File: src/rtl/core/sesl_pkg.sv
// sesl_pkg: shared types and constants of the styled edge scanline block
// item, result and queued command structs, register indexes
// no dependencies
package sesl_pkg;

	localparam int WordBits       = 32;
	localparam int RowBits        = 16;
	localparam int ValidBitsW     = 6;
	localparam int LenBits        = 3;
	localparam int NumPatternRegs = 4;
	localparam int PosBits        = 2;
	localparam int AddrBits       = 5;
	localparam int QueueDepth     = 4;
	localparam int QueuePtrBits   = 2;
	localparam int QueueCntBits   = 3;

	typedef logic [NumPatternRegs-1:0][WordBits-1:0] pattern_t;

	typedef enum logic [2:0] {
		REG_PATTERN_0      = 3'd0,
		REG_PATTERN_1      = 3'd1,
		REG_PATTERN_2      = 3'd2,
		REG_PATTERN_3      = 3'd3,
		REG_PATTERN_LENGTH = 3'd4
	} reg_index_t;

	typedef struct packed {
		logic [WordBits-1:0]   current_word;
		logic [WordBits-1:0]   above_word;
		logic [WordBits-1:0]   below_word;
		logic [RowBits-1:0]    row_number;
		logic                  first_in_row;
		logic                  last_in_row;
		logic [ValidBitsW-1:0] valid_bits;
	} item_t;

	typedef struct packed {
		logic [WordBits-1:0] styled_word;
		logic                row_end;
	} result_t;

	// one word to style, with the row context it needs
	typedef struct packed {
		logic [WordBits-1:0] pixels;
		logic [WordBits-1:0] above;
		logic [WordBits-1:0] below;
		logic                next_bit;
		logic                row_end;
		logic                restart;
		logic                vert;
	} cmd_t;

	// front to queue push request
	typedef struct packed {
		logic [1:0] count;
		cmd_t       cmd0;
		cmd_t       cmd1;
	} push_t;

endpackage

File: src/rtl/core/sesl_front.sv
// sesl_front: accepts scanline items, holds the word waiting for its right neighbor
// and turns each transfer into zero, one or two style commands
// depends on sesl_pkg
module sesl_front (
	input  logic               clk,
	input  logic               arst_n,
	input  logic               item_valid,
	output logic               item_stall,
	input  sesl_pkg::item_t    item,
	input  sesl_pkg::pattern_t pattern,
	input  logic [2:0]         eff_len,
	input  logic               room,
	output sesl_pkg::push_t    push
);
	import sesl_pkg::*;

	logic                held_q;
	logic                held_restart_q;
	logic                held_vert_q;
	logic [WordBits-1:0] held_cur_q;
	logic [WordBits-1:0] held_above_q;
	logic [WordBits-1:0] held_below_q;

	logic                accept;
	logic [1:0]          word_sel;
	logic                new_vert;
	logic                restart_new;
	logic [WordBits-1:0] mask;
	cmd_t                cmd_held;
	cmd_t                cmd_last;

	// base-4 digit sum, 4 mod 3 is 1
	function automatic logic [1:0] mod3(input logic [10:0] q);
		logic [11:0] x;
		logic [4:0]  s;
		x = {1'b0, q};
		s = '0;
		for (int i = 0; i < 6; i++) begin
			s = s + 5'(x[2*i +: 2]);
		end
		if (s >= 5'd12) begin
			s = s - 5'd12;
		end
		if (s >= 5'd6) begin
			s = s - 5'd6;
		end
		if (s >= 5'd3) begin
			s = s - 5'd3;
		end
		return s[1:0];
	endfunction

	assign item_stall  = !room;
	assign accept      = item_valid && room;
	assign restart_new = item.first_in_row || !held_q;

	// pattern word index is (row / 32) mod length, bit index is row mod 32
	always_comb begin
		case (eff_len)
			3'd1:    word_sel = 2'd0;
			3'd2:    word_sel = {1'b0, item.row_number[5]};
			3'd3:    word_sel = mod3(item.row_number[15:5]);
			default: word_sel = item.row_number[6:5];
		endcase
		new_vert = pattern[word_sel][item.row_number[4:0]];
	end

	always_comb begin
		if (item.valid_bits >= 6'd32) begin
			mask = '1;
		end else begin
			mask = (32'h1 << item.valid_bits[4:0]) - 32'h1;
		end
	end

	always_comb begin
		cmd_held.pixels   = held_cur_q;
		cmd_held.above    = held_above_q;
		cmd_held.below    = held_below_q;
		cmd_held.next_bit = item.first_in_row ? 1'b0 : item.current_word[0];
		cmd_held.row_end  = item.first_in_row;
		cmd_held.restart  = held_restart_q;
		cmd_held.vert     = held_vert_q;

		cmd_last.pixels   = item.current_word & mask;
		cmd_last.above    = item.above_word;
		cmd_last.below    = item.below_word;
		cmd_last.next_bit = 1'b0;
		cmd_last.row_end  = 1'b1;
		cmd_last.restart  = restart_new;
		cmd_last.vert     = new_vert;

		push.cmd0  = held_q ? cmd_held : cmd_last;
		push.cmd1  = cmd_last;
		push.count = accept ? (2'(held_q) + 2'(item.last_in_row)) : 2'd0;
	end

	always_ff @(posedge clk or negedge arst_n) begin
		if (!arst_n) begin
			held_q         <= 1'b0;
			held_restart_q <= 1'b0;
			held_vert_q    <= 1'b0;
		end else if (accept) begin
			held_q <= !item.last_in_row;
			if (!item.last_in_row) begin
				held_restart_q <= restart_new;
				held_vert_q    <= new_vert;
			end
		end
	end

	always_ff @(posedge clk) begin
		if (accept && !item.last_in_row) begin
			held_cur_q   <= item.current_word;
			held_above_q <= item.above_word;
			held_below_q <= item.below_word;
		end
	end

endmodule

File: src/rtl/core/sesl_queue.sv
// sesl_queue: short command queue between front and back, up to two pushes a cycle
// depends on sesl_pkg
module sesl_queue (
	input  logic            clk,
	input  logic            arst_n,
	input  sesl_pkg::push_t push,
	input  logic            pop,
	output sesl_pkg::cmd_t  head,
	output logic            head_valid,
	output logic            room
);
	import sesl_pkg::*;

	cmd_t                    mem_q [QueueDepth];
	logic [QueuePtrBits-1:0] wr_ptr_q;
	logic [QueuePtrBits-1:0] rd_ptr_q;
	logic [QueueCntBits-1:0] count_q;

	assign head       = mem_q[rd_ptr_q];
	assign head_valid = count_q != '0;
	// room for a transfer that brings two commands
	assign room       = count_q <= QueueCntBits'(QueueDepth - 2);

	always_ff @(posedge clk) begin
		if (push.count != 2'd0) begin
			mem_q[wr_ptr_q] <= push.cmd0;
		end
		if (push.count == 2'd2) begin
			mem_q[wr_ptr_q + QueuePtrBits'(1)] <= push.cmd1;
		end
	end

	always_ff @(posedge clk or negedge arst_n) begin
		if (!arst_n) begin
			wr_ptr_q <= '0;
			rd_ptr_q <= '0;
			count_q  <= '0;
		end else begin
			wr_ptr_q <= wr_ptr_q + QueuePtrBits'(push.count);
			rd_ptr_q <= rd_ptr_q + QueuePtrBits'(pop);
			count_q  <= count_q + QueueCntBits'(push.count) - QueueCntBits'(pop);
		end
	end

	a_count_bound: assert property (@(posedge clk) disable iff (!arst_n)
		count_q <= QueueCntBits'(QueueDepth))
		else $error("queue count above depth");

	a_push_room: assert property (@(posedge clk) disable iff (!arst_n)
		push.count != 2'd0 |-> room)
		else $error("push without room");

	a_pop_nonempty: assert property (@(posedge clk) disable iff (!arst_n)
		pop |-> head_valid)
		else $error("pop from empty queue");

endmodule

File: src/rtl/core/sesl_back.sv
// sesl_back: classifies pixels of one queued word and applies the line style
// keeps the row context and the output register
// depends on sesl_pkg
module sesl_back (
	input  logic               clk,
	input  logic               arst_n,
	input  sesl_pkg::cmd_t     head,
	input  logic               head_valid,
	output logic               pop,
	input  sesl_pkg::pattern_t pattern,
	input  logic [2:0]         eff_len,
	output logic               result_valid,
	input  logic               result_stall,
	output sesl_pkg::result_t  result
);
	import sesl_pkg::*;

	logic [WordBits-1:0] left_q;
	logic [PosBits-1:0]  pos_q;
	logic                vert_q;
	logic                result_valid_q;
	result_t             result_q;

	logic [WordBits-1:0] left_eff;
	logic [PosBits-1:0]  pos_eff;
	logic                vert_eff;
	logic [PosBits-1:0]  pos_next;
	logic [LenBits-1:0]  pos_inc;
	logic [WordBits-1:0] d, hm, right_n, left_n;
	logic [WordBits-1:0] h1, h2, hi, hn, v1, v2, vi, vn;
	logic [WordBits-1:0] sol, with_h, with_v, with_hv, styled;

	assign pop          = head_valid && (!result_valid_q || !result_stall);
	assign result_valid = result_valid_q;
	assign result       = result_q;

	always_comb begin
		left_eff = head.restart ? '0 : left_q;
		pos_eff  = head.restart ? '0 : pos_q;
		vert_eff = head.restart ? head.vert : vert_q;

		// position wraps modulo the pattern length
		pos_inc = {1'b0, pos_eff} + 3'd1;
		case (eff_len)
			3'd1:    pos_next = 2'd0;
			3'd2:    pos_next = {1'b0, pos_inc[0]};
			3'd3:    pos_next = (pos_inc >= 3'd3) ? PosBits'(pos_inc - 3'd3) : pos_inc[1:0];
			default: pos_next = pos_inc[1:0];
		endcase

		d       = head.pixels;
		hm      = pattern[pos_eff];
		right_n = {head.next_bit, d[WordBits-1:1]};
		left_n  = {d[WordBits-2:0], left_eff[WordBits-1]};
		h1      = d & right_n;
		h2      = d & left_n;
		hi      = h1 & h2;
		hn      = h1 | h2;
		v1      = head.below & d;
		v2      = head.above & d;
		vi      = v1 & v2;
		vn      = v1 | v2;
		sol     = d & ~(hi | vi | hn | vn);
		with_h  = d & ~vi & hn;
		with_v  = d & ~hi & vn;
		with_hv = d & hi & vi & hn & vn;
		styled  = (sol | with_h) & hm;
		if (vert_eff) begin
			styled = styled | with_v | (with_hv & hm);
		end
	end

	always_ff @(posedge clk or negedge arst_n) begin
		if (!arst_n) begin
			left_q         <= '0;
			pos_q          <= '0;
			vert_q         <= 1'b0;
			result_valid_q <= 1'b0;
		end else if (pop) begin
			left_q         <= d;
			pos_q          <= pos_next;
			vert_q         <= vert_eff;
			result_valid_q <= 1'b1;
		end else if (!result_stall) begin
			result_valid_q <= 1'b0;
		end
	end

	always_ff @(posedge clk) begin
		if (pop) begin
			result_q.styled_word <= styled;
			result_q.row_end     <= head.row_end;
		end
	end

endmodule

File: src/rtl/core/styled_edge_scanline.sv
// styled_edge_scanline: top level of the edge-styled scanline block
// holds the pattern registers and joins front, command queue and back
// depends on sesl_pkg, sesl_front, sesl_queue, sesl_back
//
//  channel   signals                               direction  payload
//  item      item_valid, item_stall, item          in         sesl_pkg::item_t
//  result    result_valid, result_stall, result    out        sesl_pkg::result_t
//  config    psel, penable, pwrite, paddr, pwdata,  in/out     32-bit registers at 4*i
//            prdata, pready
//
// an item's commands enter the four-entry queue at its transfer edge and pass from the
// queue head into the result register when the back pops them
// the back styles one word per cycle while the result side does not stall, so a sustained
// rate is one item per cycle except where a row-ending item also releases the held word
// and brings two results; the front stalls while the queue holds more than two commands
// reset clears control state and sets the pattern words to all ones, length one
module styled_edge_scanline #(
	parameter int MAX_PATTERN_WORDS = 4
) (
	input  logic                              clk,
	input  logic                              arst_n,
	input  logic                              item_valid,
	output logic                              item_stall,
	input  sesl_pkg::item_t                   item,
	output logic                              result_valid,
	input  logic                              result_stall,
	output sesl_pkg::result_t                 result,
	input  logic                              psel,
	input  logic                              penable,
	input  logic                              pwrite,
	input  logic [sesl_pkg::AddrBits-1:0]     paddr,
	input  logic [sesl_pkg::WordBits-1:0]     pwdata,
	output logic [sesl_pkg::WordBits-1:0]     prdata,
	output logic                              pready
);
	import sesl_pkg::*;

	// usable pattern length never exceeds the four pattern registers
	localparam int LenCap = (MAX_PATTERN_WORDS < NumPatternRegs) ?
		((MAX_PATTERN_WORDS < 1) ? 1 : MAX_PATTERN_WORDS) : NumPatternRegs;

	pattern_t           pattern_q;
	logic [LenBits-1:0] length_q;
	logic [LenBits-1:0] eff_len;
	logic               cfg_write;
	reg_index_t         reg_index;

	push_t              push;
	logic               room;
	cmd_t               head;
	logic               head_valid;
	logic               pop;

	// register file, written on the access phase of a transfer
	assign pready    = 1'b1;
	assign cfg_write = psel && penable && pwrite;
	assign reg_index = reg_index_t'(paddr[AddrBits-1:2]);

	always_ff @(posedge clk or negedge arst_n) begin
		if (!arst_n) begin
			pattern_q <= '1;
			length_q  <= LenBits'(1);
		end else if (cfg_write) begin
			case (reg_index)
				REG_PATTERN_0:      pattern_q[0] <= pwdata;
				REG_PATTERN_1:      pattern_q[1] <= pwdata;
				REG_PATTERN_2:      pattern_q[2] <= pwdata;
				REG_PATTERN_3:      pattern_q[3] <= pwdata;
				REG_PATTERN_LENGTH: length_q     <= pwdata[LenBits-1:0];
				default: ;
			endcase
		end
	end

	always_comb begin
		case (reg_index)
			REG_PATTERN_0:      prdata = pattern_q[0];
			REG_PATTERN_1:      prdata = pattern_q[1];
			REG_PATTERN_2:      prdata = pattern_q[2];
			REG_PATTERN_3:      prdata = pattern_q[3];
			REG_PATTERN_LENGTH: prdata = WordBits'(length_q);
			default:            prdata = '0;
		endcase
	end

	// zero acts as one, anything above the cap saturates
	always_comb begin
		if (length_q == '0) begin
			eff_len = LenBits'(1);
		end else if (length_q > LenBits'(LenCap)) begin
			eff_len = LenBits'(LenCap);
		end else begin
			eff_len = length_q;
		end
	end

	// front: holds one word until its right neighbor arrives
	sesl_front u_front (
		.clk        (clk),
		.arst_n     (arst_n),
		.item_valid (item_valid),
		.item_stall (item_stall),
		.item       (item),
		.pattern    (pattern_q),
		.eff_len    (eff_len),
		.room       (room),
		.push       (push)
	);

	// queue decouples a stalled result from the input side
	sesl_queue u_queue (
		.clk        (clk),
		.arst_n     (arst_n),
		.push       (push),
		.pop        (pop),
		.head       (head),
		.head_valid (head_valid),
		.room       (room)
	);

	// back: edge classification, line style, output register
	sesl_back u_back (
		.clk          (clk),
		.arst_n       (arst_n),
		.head         (head),
		.head_valid   (head_valid),
		.pop          (pop),
		.pattern      (pattern_q),
		.eff_len      (eff_len),
		.result_valid (result_valid),
		.result_stall (result_stall),
		.result       (result)
	);

endmodule

File: config.mk
export PLATFORM = sky130hd
export DESIGN_NAME = styled_edge_scanline
export DESIGN_NICKNAME = d
export VERILOG_FILES = /design/src/rtl/core/sesl_pkg.sv /design/src/rtl/core/sesl_front.sv /design/src/rtl/core/sesl_queue.sv /design/src/rtl/core/sesl_back.sv /design/src/rtl/core/styled_edge_scanline.sv
export SDC_FILE = /design/constraint.sdc
export NUM_CORES = 1
export LEC_CHECK = 0
export BUFFER_PORTS_ARGS = -buffer_cell sky130_fd_sc_hd__buf_2
export CORE_ASPECT_RATIO = 0.7
export CORE_MARGIN = 2
export CORE_UTILIZATION = 31
export CTS_CLUSTER_DIAMETER = 150
export DETAILED_ROUTE_END_ITERATION = 10
export PLACE_DENSITY = 0.55
export SLEW_MARGIN = 20
export SYNTH_ARGS = -nofsm -noshare
export SYNTH_HDL_FRONTEND = slang
export SYNTH_HIERARCHICAL = 1
export SYNTH_SLANG_ARGS = --single-unit
File: constraint.sdc
create_clock -name clk -period 15.7 [get_ports clk]
set_input_delay 3.925 -clock clk [delete_from_list [all_inputs] [get_ports clk]]
set_output_delay 3.925 -clock clk [all_outputs]
set_load 0.05 [all_outputs]
# == Yosys cells after proc, flatten, opt, wreduce, memory -nomap -nowiden ==
# Memories as Yosys holds them, arrays and structs flattened.
# Index checks and enable logic that the tools add are counted.
# op_classes
magnitude_cmp,10
reduce_logical,22
n_shift,1
bitwise_logic,30
eq_ne,9
div_mod_pow,0
n_addsub,17
n_mul,0
mux,31
# op_table
op,n
32-bit bitwise AND,18
32-bit bitwise OR,8
32-bit 2-to-1 mux,5
32-bit one-hot mux with 5 select lines,1
32-bit binary-select mux with 2-bit select,2
100-bit 2-to-1 mux,1
32-bit NOT,3
"1-bit by 5-bit << shifter with 32-bit output, first input constant",1
"32-bit by 1-bit subtractor with 32-bit output, second input constant",1
5-bit 2-to-1 mux,4
5-bit by 2-bit adder with 5-bit output,3
"3-bit by 2-bit == test with 1-bit output, second input constant",4
2-bit one-hot mux with 3 select lines,2
2-bit AND reduction,6
1-bit 2-to-1 mux,9
2-bit 2-to-1 mux,4
"3-bit by 1-bit == test with 1-bit output, second input constant",2
"6-bit greater-or-equal comparator, second input constant",1
3-bit logical NOT,2
"2-bit by 3-bit less-than comparator with 1-bit output, second input constant",2
"5-bit by 6-bit less-than comparator with 1-bit output, second input constant",1
3-bit 2-to-1 mux,2
5-bit by 1-bit adder with 5-bit output,1
1-bit binary-select mux with 5-bit select,1
26 further kinds,36
# totals
latch_bits,0
ramBits,400
romBits,0
regBits,306
out_inout_bits,68
memories,1
inputBits,164
# memory_table
memory,words,width,rd,rd_clocked_by_memory_dff,write_ports,line,source
u_queue.mem_q,4,100,1,0,2,sesl_queue.sv:14,cmd_t mem_q [QueueDepth];

# == Longest topological paths before layout ==
# Gate-level depths: netlist of the first run.
# logic_depth
depth_word,19
ltp_mapped,28
mapped_depth_nobuf,25

# == By module ==
# The synthesis of the first run kept the hierarchy.
# modules_own_cells
mod,seq_area_each_um2,instances,area_per_inst_um2,cells_each
sesl_queue,12186.7,1,20767.4,1005
sesl_front,2957.8,1,7388.3,686
styled_edge_scanline,3439.5,1,6276.0,376
sesl_back,1116.1,1,3672.3,465

# == Least setup slack after synthesis of the first run ==
# No wires, ideal clock.
# synth_path
path_kind,input -> register
startpoint,input port item[6] (netlist bit)
endpoint,"memory u_queue/mem_q[0][0] (netlist bit), enable pin"
setup_slack_ps,3388
path_stages,4
t_arrival_ps,11615
path_cell_list,ha_1 and3_1 o21bai_1 o21ai_0
# synth_lines
element,line,source
start: declaration,styled_edge_scanline.sv:24,"input sesl_pkg::item_t item,"
end: declaration,sesl_queue.sv:14,

==> out/results.md, run 1 <==
| Metric | This run | Unit |
|---|---|---|
| Run status | completed | - |
| Via-to-Cell Ratio | 5.12 | - |
| Worst-path maximum fanout | 33 | - |
| Area after detailed placement | 39,900 | um^2 |
| Req. time, crit path | 16.09 | ns |
| Final sum of negative setup slack | 0 | ns |
| Cell count after synthesis | 2,532 | - |
| Library cell occupying the most area in the post-synthesis netlist | edfxtp_1 | - |
| R2R cell count | 14 | - |
| Static leakage power | 15.1 | nW |
| FF-to-FF Start | length_q[0] | - |
| Fmax | 85.5 | MHz |
| Worst hold slack | 0.496 | ns |
| Number of optimization iterations in the first detailed-route pass | 6 | - |
| Clock buffer count from CTS | 73 | - |
| Count of routing violations after the opening detailed-route iteration | 1,757 | - |
| Height of the chip | 297 | um |
| Critical Path End Type | flop | - |
| Initial antenna violation count | 47 | - |
| Number of vias in the routed layout | 22,300 | - |
| Initial core utilization | 31.3 | % |
| Floorplan die width | 423 | um |
| Post-DR wirelength/cell | 25.7 | um |
| Area of the die | 126,000 | um^2 |
| Area growth, synth to finish | 11.1 | % |
| Worst-skew pair later-pin latency | 0.66 | ns |
| CTS root buffer | clkbuf_16 | - |
| CP bufs+invs | 4 | - |
| Worst-case register-to-register setup slack | 10.68 | ns |
| Element type at the critical path start | primary input | - |
| Top-area cell type share of the netlist area | 41.7 | % |
| Net count of the finished layout | 2,836 | - |
| Proportion of register bits with asynchronous set or reset after synthesis | 21.6 | % |
| Worst setup skew after layout | 0.0201 | ns |
| Post-Place Cells | 4,210 | - |
| TritonCTS clock tree | built | - |
| #FFs+latches synth | 675 | - |
| Worst Hold Depth | 1 | - |
| Avg Synthesized Cell Area | 15.0 | um^2 |
| Overall routed net length | 112,000 | um |
| Top FF cell, synth | edfxtp_1 | - |
| Number of warning messages in the yosys log | 6 | - |
| Count of fill cells added during filler insertion | 11,800 | - |
| CTS HTree Levels | 3 | - |
| Top-level I/O count | 232 | - |
| Critical path's largest stage delay | 0.70 | ns |
| Power per Cell Area | 183 | nW/um^2 |
| Final worst-path cycle share | 74.5 | % |
| Placer congestion estimate | 0.856 | - |
| Overall routing resource usage | 17.5 | % |
| Resize count post-CTS | 0 | - |
| Min setup slack post-route | 4.00 | ns |
| Core ar. | 122,000 | um^2 |
| Crit-path most repeated cell | fa_1 | - |
| Number of maximum-capacitance constraint violations | 0 | - |
| Class of the most critical setup path | primary input to flop | - |
| Max Transition Viols Final | 0 | - |
| Measured slew at the worst slew-check pin | 1.14 | ns |
| ANT nets after route | 0 | - |
| Worst min-delay path category | flop to flop | - |
| Number of enable-type register cells in the synthesized netlist | 529 | - |
| Setup repair after global routing missed its margin | no | - |
| Remaining design rule violation count | 0 | - |
| Slowest stage cell on the critical path | nand2_2 | - |
| Relative max-transition margin | 24.3 | % |
| Count leader, synth | edfxtp_1 | - |
| Largest net degree at the start of global routing | 102 | - |
| Vias in the first global route | 22,000 | - |
| Cell family with the largest share of critical-path delay | adder cells | - |
| Setup Viol. Count Final | 0 | - |
| Terminus of the critical flop-to-flop path | u_queue/mem_q[0][0] | - |
| Post-synth cell types | 92 | - |
| Post-synth top cells | edfxtp_1, mux2_2, mux2_4, nand2_1, mux4_2 | - |
| Summed instance area of the synthesized netlist | 38,100 | um^2 |
| Clock slew seen by the registers of the worst setup and hold paths | 0.06 | ns |
| Arrival time at the worst endpoint | 12.09 | ns |
| Aggregate global routing overflow | 0 | - |
| Startpoint of the lowest-slack hold path | u_queue/count_q[2] | - |
| Maximum resistive drop on vdd | 0.135 | mV |
| Total of buffers placed on input and output ports | 228 | - |
| Endpoints failing hold | 0 | - |
| Post-layout instance count excluding filler cells | 4,356 | - |
| Hold bufs inserted after CTS | 0 | - |
| Setup bufs post-CTS | 0 | - |
| Part of the Yosys area used for sequential elements | 51.7 | % |
| Max Root-Sink Buffers | 3 | - |
| Worst Hold Endpoint | u_queue/count_q[2] | - |
| Post-route cell area | 42,300 | um^2 |
| Detail Placement HPWL | 73,500 | um |
| Leading post-synthesis cells by cell area | edfxtp_1, mux2_2, mux2_4 | - |
| TritonCTS Sinks | 675 | - |
| Post-Synthesis Net Count | 2,718 | - |
| Wire length of the first global-routing pass | 161,000 | um |
| Fraction of final layout cells sized beyond drive strength 1 | 48.7 | % |
| Row Count | 107 | - |
| Time the final worst path needs with I/O delays and setup | 11.70 | ns |
| Worst slack, placed | 3.41 | ns |
-- registers in the layout (all words and copies together) (netlist names), 2 cells and up --
register,flops
u_queue/mem_q,400
pattern_q,128
u_back/result,33
u_front/held_above_q,32
u_front/held_below_q,32
u_front/held_cur_q,32
length_q,3
u_queue/count_q,3
u_back/pos_q,2
u_queue/rd_ptr_q,2
u_queue/wr_ptr_q,2
-- final cells by class --
class | instances | area, um^2 | share of cell area [%]
sequential | 675 | 19700 | 46.6
multi-input combinational | 1580 | 16500 | 38.9
tap | 1635 | 2050 | 4.83
clock buffer | 93 | 2010 | 4.74
timing repair buffer | 268 | 1460 | 3.45
clock inverter | 40 | 435 | 1.03
inverter | 52 | 195 | 0.461
antenna | 13 | 32.5 | 0.0768
-- cells in the final DEF, fill, tap and decap left out, drive strengths merged, types with 15 or more instances in the layout --
cell type | netlist | routed
mux2 | 640 | 640
edfxtp | 529 | 529
buf | 186 | 268
nand2 | 194 | 194
mux4 | 135 | 135
dfstp | 129 | 129
clkbuf | 39 | 93
a21oi | 65 | 65
nor2 | 58 | 58
inv | 51 | 56
nor2b | 49 | 49
mux2i | 44 | 44
o21ai | 37 | 37
a32oi | 31 | 31
nand3 | 26 | 26
clkinv | 1 | 26
a211oi | 19 | 19
a31oi | 18 | 18
maj3 | 17 | 17
dfrtp | 17 | 17
o2111ai | 16 | 16
ha | 15 | 15
-- worst max-delay path by stage --
stage / slack [ns] / endpoint / startpoint / depth (start not counted)
2_1_floorplan: 3.39 / u_queue/mem_q[0][0] / item[6] / 4
3_3_place_gp: 3.45 / u_queue/mem_q[0][0] / item[14] / 27
3_5_place_dp: 3.41 / u_queue/mem_q[2][0] / item[14] / 27
4_1_cts: 4.09 / u_queue/mem_q[2][0] / item[14] / 27
5_1_grt: 3.58 / u_queue/mem_q[0][0] / item[13] / 27
6_report: 4.00 / u_queue/mem_q[0][0] / item[14] / 27
-- cells by family (layout without fill, tap and decap cells) --
group / after synthesis / count (layout) / share of synthesized area (%)
mux: 819 / 819 / 30.3
flops: 675 / 675 / 51.7
other cells: 3 / 16 / 0.0296
simple gates: 404 / 404 / 5.18
buf+inv: 277 / 453 / 5.38
fa+ha+maj: 39 / 39 / 1.31
compound gates: 305 / 305 / 5.83
xor+xnor: 10 / 10 / 0.230
-- power breakdown --
part / internal (W) / leakage, nW / switching (W) / total [W]
logic: 0.00134 / 7.50 / 0.00197 / 0.00330
registers: 0.00243 / 6.37 / 0.000215 / 0.00265
clock network: 0.00104 / 1.19 / 0.000742 / 0.00178
total: 0.00481 / 15.1 / 0.00293 / 0.00773
-- stage by stage --
step	total power (W)	util, %
3_5_place_dp	0.00597	32.7
5_1_grt	0.00809	34.7
2_1_floorplan	0.00505	-
6_report	0.00773	34.8
4_1_cts	0.00778	34.7
3_3_place_gp	0.00594	32.7
-- per-layer routing --
layer / share of wire [%] / vias up / GRT usage [%] / wire length (um)
met5: 0.18 / - / 0 / 202
met4: 3.6 / 34 / 6.18 / 4040
met3: 7.4 / 210 / 4.97 / 8260
met2: 45 / 681 / 27.0 / 51000
met1: 43 / 11300 / 23.3 / 48700
li1: - / 10100 / - / -
No activity file was read; power rests on OpenSTA's default activity.
==> run 2: changes to the inputs <==
==> constraint.sdc (replaced) <==
create_clock -name clk -period 11 [get_ports clk]
set_input_delay 2.75 -clock clk [delete_from_list [all_inputs] [get_ports clk]]
set_output_delay 2.75 -clock clk [all_outputs]
set_load 0.05 [all_outputs]
==> out/results.md, run 2 (synthesized netlist as in run 1, its figures left out) <==
| Metric | This run | Unit | vs previous |
|---|---|---|---|
| Initial antenna violation count | 39 | - | -17% |
| Time the final worst path needs with I/O delays and setup | 9.89 | ns |  |
| Setup bufs post-CTS | 0 | - | unchanged |
| Worst min-delay path category | flop to flop | - |  |
| Measured slew at the worst slew-check pin | 1.07 | ns | -0.0623 ns |
| Floorplan die width | 423 | um | unchanged |
| TritonCTS Sinks | 675 | - | unchanged |
| TritonCTS clock tree | built | - |  |
| Max Transition Viols Final | 0 | - | unchanged |
| Core ar. | 122,000 | um^2 | unchanged |
| Leading cell types in the layout, fill and taps excluded | edfxtp_1, mux2_2, mux2_4, buf_2, nand2_1 | - |  |
| Number of maximum-capacitance constraint violations | 0 | - | unchanged |
| Part of the total power dissipated in sequential elements | 34.2 | % | about the same |
| Switching Share | 38.1 | % | +0.29 points |
| CTS root buffer | clkbuf_16 | - |  |
| Total of buffers placed on input and output ports | 228 | - | unchanged |
| Height of the chip | 297 | um | unchanged |
| Number of vias in the routed layout | 22,600 | - | +1.4% |
| Area growth, synth to finish | 11.2 | % | about the same |
| Overall routing resource usage | 17.8 | % | +0.33 points |
| Net count of the finished layout | 2,845 | - | +0.32% |
| Fmax | 101 | MHz |  |
| Placer congestion estimate | 0.895 | - | +4.6% |
| Clock buffer count from CTS | 75 | - | +2.7% |
| Clock slew seen by the registers of the worst setup and hold paths | 0.05 | ns | about the same |
| Switching power | 0.00423 | W | +44% |
| Largest net degree at the start of global routing | 85 | - | -17% |
| Max Root-Sink Buffers | 3 | - | unchanged |
| Count of routing violations after the opening detailed-route iteration | 1,852 | - | +5.4% |
| Post-DR wirelength/cell | 26.2 | um | +1.7% |
| Top-level I/O count | 232 | - | unchanged |
| Fraction of final layout cells sized beyond drive strength 1 | 48.7 | % | +0.060 points |
| Internal portion of total power | 0.00686 | W | +43% |
| ANT nets after route | 0 | - | unchanged |
| Initial core utilization | 31.3 | % | unchanged |
| Hold bufs inserted after CTS | 0 | - | unchanged |
| Arrival time at the worst endpoint | 10.27 | ns | -1.82 ns |
| Class of the most critical setup path | primary input to flop | - |  |
| Most common cell after layout, fill and taps aside | edfxtp_1 | - |  |
| Relative max-transition margin | 27.1 | % | +2.7 points |
| Remaining design rule violation count | 0 | - | unchanged |
| Aggregate global routing overflow | 0 | - | unchanged |
| Length of routed wiring on met1 | 50,400 | um | +3.6% |
| Part of the power in combinational logic | 42.9 | % | +0.2 points |
| Clock share of power | 22.9 | % | about the same |
| Row Count | 107 | - | unchanged |
| Req. time, crit path | 11.38 | ns | -4.71 ns |
| Largest register by flop count | u_queue/mem_q | - |  |
| Worst setup skew after layout | 0.0403 | ns | +0.0202 ns |
| Critical Path End Type | flop | - |  |
| Area after detailed placement | 39,900 | um^2 | +0.16% |
| Resize count post-CTS | 0 | - | unchanged |
| Static leakage power | 15.1 | nW | about the same |
| Via-to-Cell Ratio | 5.19 | - | +1.3% |
| Area of the die | 126,000 | um^2 | unchanged |
| Met3 Routed Length | 8680 | um | +5.2% |
| Met2 Routed Length | 51,300 | um | +0.64% |
| Power per Cell Area | 262 | nW/um^2 | +43% |
| Overall routed net length | 114,000 | um | +1.8% |
| Maximum resistive drop on vdd | 0.192 | mV | +42% |
| Worst-skew pair later-pin latency | 0.67 | ns | about the same |
| Max layer used | met5 | - |  |
| CTS HTree Levels | 3 | - | unchanged |
| Final sum of negative setup slack | 0 | ns | unchanged |
| Number of optimization iterations in the first detailed-route pass | 6 | - | unchanged |
| Setup Viol. Count Final | 0 | - | unchanged |
| Worst-path maximum fanout | 14 | - | -58% |
| Post-route cell area | 42,400 | um^2 | about the same |
| Max FFs per register | 400 | - | unchanged |
| Endpoints failing hold | 0 | - | unchanged |
| Vias in the first global route | 22,300 | - | +1.2% |
| Run status | completed | - |  |
| Setup repair after global routing missed its margin | no | - |  |
| Element type at the critical path start | primary input | - |  |
| Final worst-path cycle share | 89.9 | % |  |
| Detail Placement HPWL | 76,200 | um | +3.7% |
| Wire length of the first global-routing pass | 164,000 | um | +2.1% |
run 2: stage by stage:
step	worst slack, ns	hold WS (ns)	power (W)	instances	utilization (%)
floorplan	1.56	0.461	0.00721	2532	-
global placement	0.597	0.481	0.00852	4217	32.8
detailed placement	0.590	0.485	0.00856	4217	32.8
CTS	1.25	0.498	0.0111	4352	34.7
global route	0.705	0.516	0.0116	4357	34.8
finish	1.11	0.496	0.0111	4360	34.8
run 2: per-layer routing:
metal | global-route usage [%] | vias up
li1 | - | 10100
met1 | 24.4 | 11600
met2 | 26.9 | 754
met3 | 5.16 | 197
met4 | 5.80 | 24
met5 | 0 | -
run 2: area by class of cell:
cell class | count | area (um^2)
diodes | 8 | 20.0
inverters | 52 | 195
fillers | 11900 | 79500
well taps | 1635 | 2050
multi-input cells | 1580 | 16400
clock inverters | 34 | 373
flip-flops and latches | 675 | 19700
repair buffers | 275 | 1530
clock buffers | 101 | 2040
run 2: worst max-delay path, stage by stage:
cell	delay (ns)
buf_2	0.12
fa_1	0.48
fa_1	0.49
inv_1	0.05
fa_1	0.48
inv_1	0.04
ha_1	0.22
fa_1	0.70
o21ai_0	0.13
a21oi_1	0.23
nor2_1	0.08
ha_1	0.24
a311o_1	0.38
o21bai_1	0.20
nand2_1	0.08
ha_1	0.24
a2111oi_2	0.64
o2111ai_1	0.32
nand2_2	0.46
mux4_1	0.61
mux2_2	0.29
a21oi_1	0.15
nor3_1	0.07
o22ai_2	0.27
a31oi_1	0.22
mux2_4	0.33
run 2: power by group through the flow:
stage / clock network [W] / logic (W) / registers (W)
after detailed placement: 0 / 0.00471 / 0.00385
after floorplan: 0 / 0.00330 / 0.00391
after global routing: 0.00269 / 0.00507 / 0.00384
after global placement: 0 / 0.00467 / 0.00384
after CTS: 0.00261 / 0.00474 / 0.00380
final: 0.00254 / 0.00475 / 0.00379
run 2: final timing paths:
path / startpoint / to / slack, ns / depth (start not counted)
setup / recovery: item[14] / u_queue/mem_q[3][0] / 1.11 / 26
hold / removal: u_queue/count_q[2] / u_queue/count_q[2] / 0.50 / 1
setup reg to reg: u_front/held_q / u_queue/mem_q[2][12] / 6.44 / 6
hold reg to reg: u_queue/count_q[2] / u_queue/count_q[2] / 0.50 / 1
max in group asynchronous: arst_n / u_front/held_q / 7.69 / 2
min in group asynchronous: arst_n / length_q[1] / 2.11 / 1
==> run 3: changes to the inputs <==
--- a/config.mk
+++ b/config.mk
@@ -6,7 +6,6 @@
 export NUM_CORES = 1
 export LEC_CHECK = 0
 export BUFFER_PORTS_ARGS = -buffer_cell sky130_fd_sc_hd__buf_2
-export CORE_ASPECT_RATIO = 0.7
 export CORE_MARGIN = 2
 export CORE_UTILIZATION = 31
 export CTS_CLUSTER_DIAMETER = 150
==> out/results.md, run 3 (synthesized netlist as in run 1, its figures left out) <==
| Metric | This run | Unit | vs previous |
|---|---|---|---|
| Run status | completed | - |  |
| Post-layout instance count excluding filler cells | 4,356 | - | -0.092% |
| Hold bufs inserted after CTS | 0 | - | unchanged |
| Max layer used | met5 | - |  |
| Most common cell after layout, fill and taps aside | edfxtp_1 | - |  |
| Part of the power in combinational logic | 41.5 | % | -1.4 points |
| CTS HTree Levels | 3 | - | unchanged |
| Req. time, crit path | 11.37 | ns | about the same |
| Number of maximum-capacitance constraint violations | 0 | - | unchanged |
| Length of routed wiring on met1 | 50,000 | um | -0.69% |
| Time the final worst path needs with I/O delays and setup | 9.87 | ns | -0.0142 ns |
| Endpoints failing hold | 0 | - | unchanged |
| Initial core utilization | 31.3 | % | about the same |
| Net count of the finished layout | 2,848 | - | +0.11% |
| Switching Share | 36.9 | % | -1.2 points |
| Floorplan die width | 355 | um | -16% |
| Fraction of final layout cells sized beyond drive strength 1 | 48.7 | % | -0.070 points |
| Worst hold slack | 0.490 | ns | -0.00658 ns |
| Part of the total power dissipated in sequential elements | 34.1 | % | about the same |
| TritonCTS Sinks | 675 | - | unchanged |
| Critical path's largest stage delay | 0.67 | ns | -0.03 ns |
| Class of the most critical setup path | primary input to flop | - |  |
| Row Count | 128 | - | +20% |
| Number of vias in the routed layout | 22,700 | - | +0.34% |
| Internal portion of total power | 0.00705 | W | +2.7% |
| CP bufs+invs | 3 | - | unchanged |
| Initial antenna violation count | 51 | - | +31% |
| Wire length of the first global-routing pass | 161,000 | um | -1.6% |
| Overall routed net length | 110,000 | um | -3.2% |
| Terminus of the critical flop-to-flop path | u_queue/mem_q[2][46] | - |  |
| Total of buffers placed on input and output ports | 228 | - | unchanged |
| Remaining design rule violation count | 0 | - | unchanged |
| Placer congestion estimate | 0.883 | - | -1.3% |
| Relative max-transition margin | 24.5 | % | -2.5 points |
| CTS root buffer | clkbuf_16 | - |  |
| R2R cell count | 6 | - | unchanged |
| Final worst-path cycle share | 89.8 | % | -0.13 points |
| Slowest stage cell on the critical path | fa_1 | - |  |
| Detail Placement HPWL | 72,200 | um | -5.2% |
| Worst-case register-to-register setup slack | 6.37 | ns | -0.07 ns |
| Worst Hold Depth | 1 | - | unchanged |
| Met2 Routed Length | 50,300 | um | -2.0% |
| Clock slew seen by the registers of the worst setup and hold paths | 0.06 | ns | about the same |
| TritonCTS clock tree | built | - |  |
| Number of optimization iterations in the first detailed-route pass | 6 | - | unchanged |
| Arrival time at the worst endpoint | 10.25 | ns | -0.02 ns |
| Power per Cell Area | 262 | nW/um^2 | +0.21% |
| Worst-skew pair later-pin latency | 0.65 | ns | -0.02 ns |
| FF-to-FF Start | u_front/held_q | - |  |
| Met3 Routed Length | 7690 | um | -11% |
| Crit-path most repeated cell | fa_1 | - |  |
| Height of the chip | 355 | um | +19% |
| Measured slew at the worst slew-check pin | 1.13 | ns | +0.0594 ns |
| Worst-path maximum fanout | 20 | - | +6 |
| Area growth, synth to finish | 11.8 | % |  |
| Largest register by flop count | u_queue/mem_q | - |  |
| Area of the die | 126,000 | um^2 | about the same |
| Overall routing resource usage | 17.3 | % | -0.47 points |
| Aggregate global routing overflow | 0 | - | unchanged |
| Maximum resistive drop on vdd | 0.116 | mV | -40% |
| Post-layout utilization of the core | 34.9 | % | +0.18 points |
| Post-Place Cells | 4,203 | - | -0.33% |
| Max FFs per register | 400 | - | unchanged |
| Total power consumption of the routed design | 0.0112 | W | +0.77% |
| Clock buffer count from CTS | 82 | - | +9.3% |
| Top-level I/O count | 232 | - | unchanged |
| Via-to-Cell Ratio | 5.22 | - | +0.43% |
| Static leakage power | 15.2 | nW | +0.85% |
| Switching power | 0.00412 | W | -2.4% |
| Worst min-delay path category | flop to flop | - |  |
| Core ar. | 122,000 | um^2 | about the same |
| Element type at the critical path start | primary input | - |  |
| Vias in the first global route | 22,400 | - | +0.40% |
| Max Transition Viols Final | 0 | - | unchanged |
| ANT nets after route | 0 | - | unchanged |
| Resize count post-CTS | 0 | - | unchanged |
| Clock share of power | 24.4 | % | +1.5 points |
| Cell family with the largest share of critical-path delay | adder cells | - |  |
| Worst setup skew after layout | 0.0272 | ns | -0.0132 ns |
| Post-DR wirelength/cell | 25.4 | um | -3.1% |
| Critical Path End Type | flop | - |  |
| Setup Viol. Count Final | 0 | - | unchanged |
| Max Root-Sink Buffers | 3 | - | unchanged |
| Final sum of negative setup slack | 0 | ns | unchanged |
| Largest net degree at the start of global routing | 102 | - | +20% |
| Setup repair after global routing missed its margin | no | - |  |
| Startpoint of the lowest-slack hold path | u_queue/count_q[2] | - |  |
| Setup bufs post-CTS | 0 | - | unchanged |
| Fmax | 101 | MHz | +0.14% |
| Count of routing violations after the opening detailed-route iteration | 1,852 | - | unchanged |
| Leading cell types in the layout, fill and taps excluded | edfxtp_1, mux2_2, mux2_4, buf_2, nand2_1 | - |  |
| Worst Hold Endpoint | u_queue/count_q[2] | - |  |
run 3: changes by cell type in the layout (fill, tap and decap cells not counted), moves of 2 or more:
cell	before	now
clkbuf_8	2	6
diode_2	8	6
clkinv_4	2	0
clkinvlp_4	2	0
clkbuf_1	22	20
clkbuf_16	77	83
clkinv_2	10	8
clkinv_1	8	15
buf_4	45	40
bufinv_16	6	9
run 3: power by group through the flow:
stage	clock [W]	sequential, W	combinational (W)
6_report	0.00272	0.00381	0.00464
5_1_grt	0.00289	0.00386	0.00499
4_1_cts	0.00279	0.00381	0.00467
3_5_place_dp	0	0.00386	0.00464
3_3_place_gp	0	0.00385	0.00460
2_1_floorplan	0	0.00391	0.00330
run 3: per-stage QoR:
step | setup slack (ns) | instance area, um^2
floorplan | 1.56 | 38100
global placement | 0.610 | 39900
detailed placement | 0.509 | 39900
CTS | 1.19 | 42600
global route | 0.649 | 42600
finish | 1.13 | 42600
run 3: worst max-delay path by stage:
stage                     startpoint  cells past startpoint             endpoint
after floorplan             item[14]                     27  u_queue/mem_q[2][0]
after detailed placement    item[14]                     26  u_queue/mem_q[3][0]
after CTS                   item[14]                     26  u_queue/mem_q[3][0]
after global placement      item[14]                     26  u_queue/mem_q[2][0]
final                       item[14]                     26  u_queue/mem_q[3][0]
after global routing        item[14]                     26  u_queue/mem_q[1][0]
run 3: area by class of cell:
class,count,area (um^2)
sequential,675,19700
fill,11700,79300
clock inverter,38,450
clock buffer,109,2230
tap,1625,2030
antenna,6,15.0
multi-input combinational,1580,16400
timing repair buffer,271,1510
inverter,52,195
run 3: metal layers:
layer	vias to the layer above	GRT usage, %
li1	10100	-
met1	11700	24.6
met4	44	3.36
met2	687	27.1
met3	208	4.03
met5	-	0
